==> src/hw/rtl/eba_pkg.sv <==
// shared types, constants and action codes of the energy budget accountant
package eba_pkg;

  localparam int NUM_SOURCES = 16;
  localparam int SRC_IDX_W   = $clog2(NUM_SOURCES);
  localparam int ID_EXT_W    = 9;

  localparam int ENERGY_W  = 48;
  localparam int POWER_W   = 24;
  localparam int TOTAL_W   = 29;
  localparam int TIME_W    = 32;
  localparam int PRODUCT_W = TIME_W + TOTAL_W;
  localparam int CFG_IDX_W = 8;
  localparam int CFG_DAT_W = 48;

  localparam logic [ENERGY_W-1:0] INITIAL_ENERGY_RST = 48'd18720000000000;
  localparam logic [POWER_W-1:0]  BASELINE_POWER_RST = 24'd6000;

  localparam logic [CFG_IDX_W-1:0] REG_INITIAL_ENERGY = 8'd0;
  localparam logic [CFG_IDX_W-1:0] REG_BASELINE_POWER = 8'd1;

  localparam logic [2:0] ACT_START   = 3'd0;
  localparam logic [2:0] ACT_TICK    = 3'd1;
  localparam logic [2:0] ACT_SET_PWR = 3'd2;
  localparam logic [2:0] ACT_QUERY   = 3'd3;
  localparam logic [2:0] ACT_DESTROY = 3'd4;

  typedef struct packed {
    logic [2:0]         action;
    logic [TIME_W-1:0]  now_ms;
    logic [3:0]         source_id;
    logic [POWER_W-1:0] source_power;
  } eba_in_t;

  typedef struct packed {
    logic [ENERGY_W-1:0] remaining_energy;
    logic [ENERGY_W-1:0] spent_energy;
    logic [TOTAL_W-1:0]  total_power;
    logic                energy_depleted;
    logic                accounting_disabled;
  } eba_out_t;

  typedef struct packed {
    logic                 en;
    logic [SRC_IDX_W-1:0] addr;
    logic [POWER_W-1:0]   data;
  } eba_tbl_wr_t;

  typedef struct packed {
    logic                exhausted;
    logic [ENERGY_W-1:0] remaining;
  } eba_drain_res_t;

endpackage

==> src/hw/rtl/eba_table_mem.sv <==
// per-source power table: synchronous ram with valid bits, unwritten entries read as zero
module eba_table_mem (
  input  logic                           clk,
  input  logic                           rst_n,
  input  logic                           rd_en,
  input  logic [eba_pkg::SRC_IDX_W-1:0]  rd_addr,
  output logic [eba_pkg::POWER_W-1:0]    rd_data,
  input  eba_pkg::eba_tbl_wr_t           wr
);

  logic [eba_pkg::POWER_W-1:0]     mem [eba_pkg::NUM_SOURCES];
  logic [eba_pkg::NUM_SOURCES-1:0] valid_r;
  logic [eba_pkg::POWER_W-1:0]     rdata_r;
  logic                            rvalid_r;

  always_ff @(posedge clk) begin
    if (wr.en) begin
      mem[wr.addr] <= wr.data;
    end
    if (rd_en) begin
      rdata_r <= mem[rd_addr];
    end
  end

  always_ff @(posedge clk) begin
    if (!rst_n) begin
      valid_r  <= '0;
      rvalid_r <= 1'b0;
    end else begin
      if (wr.en) begin
        valid_r[wr.addr] <= 1'b1;
      end
      if (rd_en) begin
        rvalid_r <= valid_r[rd_addr];
      end
    end
  end

  assign rd_data = rvalid_r ? rdata_r : '0;

endmodule

==> src/hw/rtl/eba_drain_unit.sv <==
// drain datapath: elapsed time, registered power product, clamp against remaining energy
module eba_drain_unit (
  input  logic                          clk,
  input  logic                          load,
  input  logic                          step,
  input  logic [eba_pkg::TIME_W-1:0]    now_ms,
  input  logic [eba_pkg::TIME_W-1:0]    last_time,
  input  logic [eba_pkg::TOTAL_W-1:0]   total_power,
  input  logic [eba_pkg::ENERGY_W-1:0]  remaining,
  output eba_pkg::eba_drain_res_t       res
);

  logic [eba_pkg::TIME_W-1:0]    elapsed_r;
  logic [eba_pkg::PRODUCT_W-1:0] product_r;
  logic [eba_pkg::PRODUCT_W-1:0] remaining_ext;

  // elapsed wraps modulo 2^32
  always_ff @(posedge clk) begin
    if (load) begin
      elapsed_r <= now_ms - last_time;
    end
    if (step) begin
      product_r <= eba_pkg::PRODUCT_W'(elapsed_r) * eba_pkg::PRODUCT_W'(total_power);
    end
  end

  assign remaining_ext = eba_pkg::PRODUCT_W'(remaining);

  always_comb begin
    if (remaining_ext <= product_r) begin
      res.exhausted = 1'b1;
      res.remaining = '0;
    end else begin
      res.exhausted = 1'b0;
      res.remaining = remaining - product_r[eba_pkg::ENERGY_W-1:0];
    end
  end

endmodule

==> src/hw/rtl/energy_budget_accountant_unit.sv <==
// top level of the energy budget accountant: sequencer, accounting state and ports
//
// tracks a node's energy budget in nanojoules from a millisecond timestamp and
// per-source powers in microwatts, so elapsed time times total power is exact
// energy. every input transaction yields exactly one result transaction. for
// each item, the accept cycle computes elapsed time and reads the power table,
// the next forms the 32 by 29 bit power product in one registered multiplier,
// and the last clamps against the remaining energy, writes the table entry
// back and loads the output register. a new item is taken in the cycle after
// that, even while the previous result still waits at the output; the final
// cycle holds only while the output register is occupied and out_ready is low.
// the power table lives in a small synchronous ram whose entries read as zero
// until written, so no clearing pass follows reset. configuration writes are
// always taken (cfg_ready is tied high); register 0 is the initial energy and
// register 1 the baseline power. neither feeds the accounting state (it resets
// to constants), while spent energy always uses the current initial energy register
module energy_budget_accountant_unit (
  input  logic                            clk,
  input  logic                            rst_n,
  input  logic                            in_valid,
  output logic                            in_ready,
  input  eba_pkg::eba_in_t                in_data,
  output logic                            out_valid,
  input  logic                            out_ready,
  output eba_pkg::eba_out_t               out_data,
  input  logic                            cfg_valid,
  output logic                            cfg_ready,
  input  logic [eba_pkg::CFG_IDX_W-1:0]   cfg_index,
  input  logic [eba_pkg::CFG_DAT_W-1:0]   cfg_data
);

  localparam logic [1:0] ST_IDLE = 2'd0;
  localparam logic [1:0] ST_MUL  = 2'd1;
  localparam logic [1:0] ST_FIN  = 2'd2;

  logic [1:0] state_r, state_nxt;

  // configuration registers
  logic [eba_pkg::ENERGY_W-1:0] init_energy_r;
  logic [eba_pkg::POWER_W-1:0]  baseline_r;

  // accounting state
  logic [eba_pkg::TOTAL_W-1:0]  total_r, total_nxt;
  logic [eba_pkg::ENERGY_W-1:0] remaining_r, remaining_nxt;
  logic [eba_pkg::TIME_W-1:0]   last_time_r, last_time_nxt;
  logic                         started_r, started_nxt;
  logic                         disabled_r, disabled_nxt;
  logic                         oof;

  // item in flight
  eba_pkg::eba_in_t             item_r;
  logic [eba_pkg::ID_EXT_W-1:0] item_id_ext;
  logic                         item_in_range;
  logic [eba_pkg::ID_EXT_W-1:0] in_id_ext;

  // output register
  logic                         out_valid_r, out_valid_nxt;
  eba_pkg::eba_out_t            out_data_r, out_data_nxt;

  logic                         in_fire;
  logic                         commit;
  logic                         want_drain;
  logic [eba_pkg::POWER_W-1:0]  old_power;
  eba_pkg::eba_tbl_wr_t         tbl_wr;
  eba_pkg::eba_drain_res_t      drain_res;

  assign in_ready  = (state_r == ST_IDLE);
  assign in_fire   = in_valid && in_ready;
  assign cfg_ready = 1'b1;
  assign commit    = (state_r == ST_FIN) && (!out_valid_r || out_ready);

  assign in_id_ext     = {5'b0, in_data.source_id};
  assign item_id_ext   = {5'b0, item_r.source_id};
  assign item_in_range = item_id_ext < eba_pkg::ID_EXT_W'(eba_pkg::NUM_SOURCES);

  eba_table_mem u_table (
    .clk     (clk),
    .rst_n   (rst_n),
    .rd_en   (in_fire),
    .rd_addr (in_id_ext[eba_pkg::SRC_IDX_W-1:0]),
    .rd_data (old_power),
    .wr      (tbl_wr)
  );

  // last_time and total are stable while an item is in flight
  eba_drain_unit u_drain (
    .clk         (clk),
    .load        (in_fire),
    .step        (state_r == ST_MUL),
    .now_ms      (in_data.now_ms),
    .last_time   (last_time_r),
    .total_power (total_r),
    .remaining   (remaining_r),
    .res         (drain_res)
  );

  always_ff @(posedge clk) begin
    if (in_fire) begin
      item_r <= in_data;
    end
  end

  // sequencer
  always_comb begin
    state_nxt = state_r;
    case (state_r)
      ST_IDLE: begin
        if (in_fire) begin
          state_nxt = ST_MUL;
        end
      end
      ST_MUL:  state_nxt = ST_FIN;
      ST_FIN: begin
        if (commit) begin
          state_nxt = ST_IDLE;
        end
      end
      default: state_nxt = ST_IDLE;
    endcase
  end

  // action decode and state update in the final cycle
  always_comb begin
    want_drain    = 1'b0;
    remaining_nxt = remaining_r;
    last_time_nxt = last_time_r;
    started_nxt   = started_r;
    disabled_nxt  = disabled_r;
    total_nxt     = total_r;
    oof           = 1'b0;
    tbl_wr.en     = 1'b0;
    tbl_wr.addr   = item_id_ext[eba_pkg::SRC_IDX_W-1:0];
    tbl_wr.data   = item_r.source_power;

    case (item_r.action)
      eba_pkg::ACT_START: begin
        disabled_nxt  = 1'b0;
        started_nxt   = 1'b1;
        last_time_nxt = item_r.now_ms;
      end
      eba_pkg::ACT_TICK:    want_drain = started_r;
      eba_pkg::ACT_SET_PWR: want_drain = !disabled_r;
      eba_pkg::ACT_QUERY:   want_drain = !disabled_r;
      eba_pkg::ACT_DESTROY: disabled_nxt = 1'b1;
      default: ;
    endcase

    // no drain once the energy is gone
    if (want_drain && (remaining_r != '0)) begin
      last_time_nxt = item_r.now_ms;
      remaining_nxt = drain_res.remaining;
      if (drain_res.exhausted) begin
        oof          = 1'b1;
        disabled_nxt = 1'b1;
      end
    end

    // source replaced in the total, wrapping modulo 2^29
    if ((item_r.action == eba_pkg::ACT_SET_PWR) && item_in_range) begin
      total_nxt = total_r - eba_pkg::TOTAL_W'(old_power)
                + eba_pkg::TOTAL_W'(item_r.source_power);
      tbl_wr.en = commit;
    end

    out_data_nxt.remaining_energy    = remaining_nxt;
    out_data_nxt.spent_energy        = init_energy_r - remaining_nxt;
    out_data_nxt.total_power         = total_nxt;
    out_data_nxt.energy_depleted     = oof;
    out_data_nxt.accounting_disabled = disabled_nxt;
  end

  always_comb begin
    if (commit) begin
      out_valid_nxt = 1'b1;
    end else if (out_ready) begin
      out_valid_nxt = 1'b0;
    end else begin
      out_valid_nxt = out_valid_r;
    end
  end

  always_ff @(posedge clk) begin
    if (commit) begin
      out_data_r <= out_data_nxt;
    end
  end

  always_ff @(posedge clk) begin
    if (!rst_n) begin
      state_r       <= ST_IDLE;
      init_energy_r <= eba_pkg::INITIAL_ENERGY_RST;
      baseline_r    <= eba_pkg::BASELINE_POWER_RST;
      total_r       <= eba_pkg::TOTAL_W'(eba_pkg::BASELINE_POWER_RST);
      remaining_r   <= eba_pkg::INITIAL_ENERGY_RST;
      last_time_r   <= '0;
      started_r     <= 1'b0;
      disabled_r    <= 1'b1;
      out_valid_r   <= 1'b0;
    end else begin
      state_r     <= state_nxt;
      out_valid_r <= out_valid_nxt;
      if (commit) begin
        total_r     <= total_nxt;
        remaining_r <= remaining_nxt;
        last_time_r <= last_time_nxt;
        started_r   <= started_nxt;
        disabled_r  <= disabled_nxt;
      end
      // baseline is never read, kept for the register map
      if (cfg_valid && cfg_ready) begin
        case (cfg_index)
          eba_pkg::REG_INITIAL_ENERGY: init_energy_r <= cfg_data[eba_pkg::ENERGY_W-1:0];
          eba_pkg::REG_BASELINE_POWER: baseline_r    <= cfg_data[eba_pkg::POWER_W-1:0];
          default: ;
        endcase
      end
    end
  end

  assign out_valid = out_valid_r;
  assign out_data  = out_data_r;

endmodule
==> config.mk <==
export PLATFORM = sky130hd
export DESIGN_NAME = energy_budget_accountant_unit
export DESIGN_NICKNAME = d
export VERILOG_FILES = /design/src/hw/rtl/eba_pkg.sv /design/src/hw/rtl/eba_table_mem.sv /design/src/hw/rtl/eba_drain_unit.sv /design/src/hw/rtl/energy_budget_accountant_unit.sv
export SDC_FILE = /design/constraint.sdc
export NUM_CORES = 2
export LEC_CHECK = 0
export ABC_AREA = 1
export BUFFER_PORTS_ARGS = -buffer_cell sky130_fd_sc_hd__buf_2
export CELL_PAD_IN_SITES_DETAIL_PLACEMENT = 0
export CELL_PAD_IN_SITES_GLOBAL_PLACEMENT = 1
export CORE_MARGIN = 2
export CORE_UTILIZATION = 37
export CTS_CLUSTER_DIAMETER = 150
export DETAILED_ROUTE_END_ITERATION = 10
export GPL_TIMING_DRIVEN = 0
export PLACE_DENSITY_LB_ADDON = 0.1
export SYNTH_ARGS = -nofsm -noshare
export SYNTH_HDL_FRONTEND = slang
export SYNTH_SLANG_ARGS = --single-unit
==> constraint.sdc <==
create_clock -name clk -period 8.45 [get_ports clk]
set_clock_uncertainty 0.15 [all_clocks]
set_input_delay 0.4225 -clock clk [delete_from_list [all_inputs] [get_ports clk]]
set_output_delay 0.4225 -clock clk [all_outputs]
set_load 0.1 [all_outputs]
==> flow_summary.toml <==
[run_status]
status = "complete, but fails checks"
violations = "max-capacitance violations, max-slew violations"

[sta]
relSlewSlack_pct = -1.36
setup_viol = 0
worst_pin_slew_ps = 1520
timing.fmax_ghz = 0.121
finalCriticalPeriod_ps = 8250
period_share_pct = 97.6
drv_slew = 11
rsz0062_at_grt = "no"
whs_ps = 180
finalHoldViolations = 0

[floorplanning]
io_pins = 254
die_area_um2 = 205000
die_w_um = 453
start_util_pct = 37.3
rows = 164
die_h_um = 453
coreArea_um2 = 200000

[global_route]
grt_max_degree = 84
grt_pass1_wl_mm = 419
antenna_found_initial = 10
grt_usage_pct = 28.4
grt_remaining_overflow = 0
grt_pass1_vias = 59970

[synthesis]
ys.flop_type = "edfxtp_1"
ys_seq_area_share_pct = 32.7
syn_nets = 9928
synth_seq_cells = 870
async_flop_share_pct = 0
synthDistinctLibCells = 61
synth_area_um2 = 74500
yosys_warnings = 0
synth_top_area_share_pct = 27.8
synth_area_leader_cell = "edfxtp_1"
synth_edf_count = 691
syn_avg_cell_area_um2 = 8.70
synth_area_leaders = "edfxtp_1, fa_1, inv_1, nand2_1, ha_1"
syn_inst = 8568

[placement]
hpwl_mm = 236
dp_cells = 11497
io_buffer_count = 252
gp_congestion = 0.950

[setup_path]
end_kind = "flop"
arrival_ps = 8540
cp_top_family = "adder cells"
path_class = "reg -> reg"
path_cells = "clkbuf_4 -> nand2_1 -> fa_1 -> inv_1 -> fa_1 -> fa_1 -> fa_1 -> fa_1 -> fa_1 -> fa_1 -> fa_1 -> ha_1 -> nand2_1 -> nand2_1 -> a31oi_1 -> nand2_1 -> nand2_1 -> o211ai_1 -> nand3b_1 -> a21oi_1 -> xnor2_1"
slowest_stage = "dfxtp_2"
crit_path_start_kind = "flop"
r2r_setup_slack_ps = 200
critical_path_peak_fanout = 10
cpPeakStageDelay_ps = 710
path_buf_inv = 2
cp_common_cell = "fa_1"
crit_required_ps = 8740

[power]
intPower_mw = 14.9
power.density_nw_per_um2 = 382
p_sw_mw = 17.4
combPwrFrac_pct = 69.4
seqPwrFrac_pct = 17.5
leakage_nw = 42.2
peakVddDrop_mv = 0.773
swShare_pct = 53.9
power_frac_clock_pct = 13.1
total_power_mw = 32.3

[final_layout]
seqCellArea_um2 = 24400
fin_nets = 10390
n_fill_cell = 20234
drive_gt1_share_pct = 7.29
multi_input_area_um2 = 41200
final_cell_count_no_fill = 11771
syn2layout_area_growth_pct = 13.2
final_util_pct = 42.2

[flow_run]
maxCapViolCount = 1

[clocking]
cts-buffers-inserted = 96
clock_latency_ps = 770
cts_tree = "yes"
clkSlewWorstSetupHoldPaths_ps = 60
clkSinkCount = 870
clock-root-buffer = "clkbuf_16"
clk_path_buf_depth = 3
htree_num_levels = 3

[detailed_routing]
drtIter0Drc = 5322
via_per_inst = 5.02
wl_per_cell_um = 24.9
vias = 59062
antenna_left = 0
drc = 0
dr.pass1.iters = 5
wl_mm = 293

[hold_path]
hp-class = "in -> reg"
## cell type report
class | count | share of cell area [%]
multi-input cells | 5253 | 48.8
clock inverters | 52 | 0.678
well taps | 2656 | 3.94
flip-flops and latches | 870 | 28.9
repair buffers | 388 | 3.45
clock buffers | 127 | 3.05
diodes | 4 | 0.0119
plain buffers | 329 | 1.89
inverters | 2092 | 9.31
## flip-flops by register name, summed over array words and instances, names as in the netlist
register,cells
disabled_r,1
init_energy_r,48
item_id_ext,4
item_r,59
last_time_r,32
out_data,127
out_valid,1
remaining_r,48
started_r,1
state_r,2
total_r,29
u_drain.elapsed_r,32
u_drain.product_r,61
u_table.mem,384
u_table.rdata_r,24
u_table.rvalid_r,1
u_table.valid_r,16
## worst register-to-register path: stages, from the launching register on
cell	delay [ps]
dfxtp_2	710
clkbuf_4	500
nand2_1	150
fa_1	550
inv_1	60
fa_1	590
fa_1	490
fa_1	520
fa_1	570
fa_1	440
fa_1	690
fa_1	490
ha_1	420
nand2_1	120
nand2_1	100
a31oi_1	220
nand2_1	100
nand2_1	80
o211ai_1	210
nand3b_1	380
a21oi_1	290
xnor2_1	90
## cells by family after synthesis
| family | Yosys count | share of synthesized area, % |
|---|---|---|
| xor+xnor | 181 | 2.13 |
| other cells | 1 | 0.00503 |
| compound gates | 1165 | 8.77 |
| mux | 98 | 1.32 |
| flops | 870 | 32.7 |
| buf+inv | 2445 | 12.4 |
| fa+ha+maj | 1236 | 29.1 |
| simple gates | 2572 | 13.6 |
## cell usage after synthesis (120+ instances only)
master,instances
a21oi_1,446
clkbuf_1,316
dfxtp_1,179
edfxtp_1,691
fa_1,832
ha_1,404
inv_1,2083
nand2_1,1807
nand3_1,160
nor2_1,477
o21ai_0,428
xor2_1,120
## repair_timing
item	4_1_cts	5_1_grt
hold endpoints to repair	116	0
gates cloned	0	0
gates resized for setup	174	210
buffers inserted	0	2
hold buffers	113	0
setup endpoints to repair	45	29
## per-layer routing
layer	vias to the layer above	global-route usage [%]	share of wire [%]
li1	27349	-	-
met4	2	8.91	3.5
met2	1861	45.9	46
met5	-	0	0.0031
met3	351	4.07	6.3
met1	29499	39.4	44
## layout by cell type (no fill, tap or decap), drive strengths merged, types with 12 or more instances in the layout
cell and instances:
inv 2091, nand2 1812, fa 832, edfxtp 691
nor2 480, a21oi 446, o21ai 439, clkbuf 410
ha 404, buf 321, dfxtp 179, nand3 162
xor2 120, o211ai 114, dlygate4sd3 113, mux2i 98
xnor2 61, a31oi 46, clkinv 44, nor3 40
nand4 36, o21bai 30, a21o 27, o21a 18
nor4 18, a21boi 12
## power groups by stage
stage / Clock [mW] / Combinational, mW / Sequential [mW]
2_1_floorplan: 0 / 13.1 / 5.81
3_5_place_dp: 0 / 21.7 / 5.73
6_report: 4.21 / 22.4 / 5.65
4_1_cts: 4.32 / 21.9 / 5.65
5_1_grt: 4.48 / 24.5 / 5.66
3_3_place_gp: 0 / 21.8 / 5.73
## final timing paths
path                                               to            start  cells past startpoint
worst min-delay path                 init_energy_r[2]     cfg_index[6]                      6
worst max register to register  u_drain.product_r[47]      total_r[23]                     21
worst min register to register        last_time_r[24]  last_time_r[24]                      2
worst max-delay path            u_drain.product_r[47]      total_r[23]                     21
## per-stage QoR
stage / area [um^2] / setup WS (ps) / setup TNS [ps]
2_1_floorplan: 74500 / 1460 / 0
3_3_place_gp: 79100 / -1260 / -34880
3_5_place_dp: 79700 / -1270 / -35300
4_1_cts: 84200 / 3.76 / 0
5_1_grt: 84400 / 3.62 / 0
6_report: 84400 / 203 / 0
No activity file was read; power rests on OpenSTA's default activity.
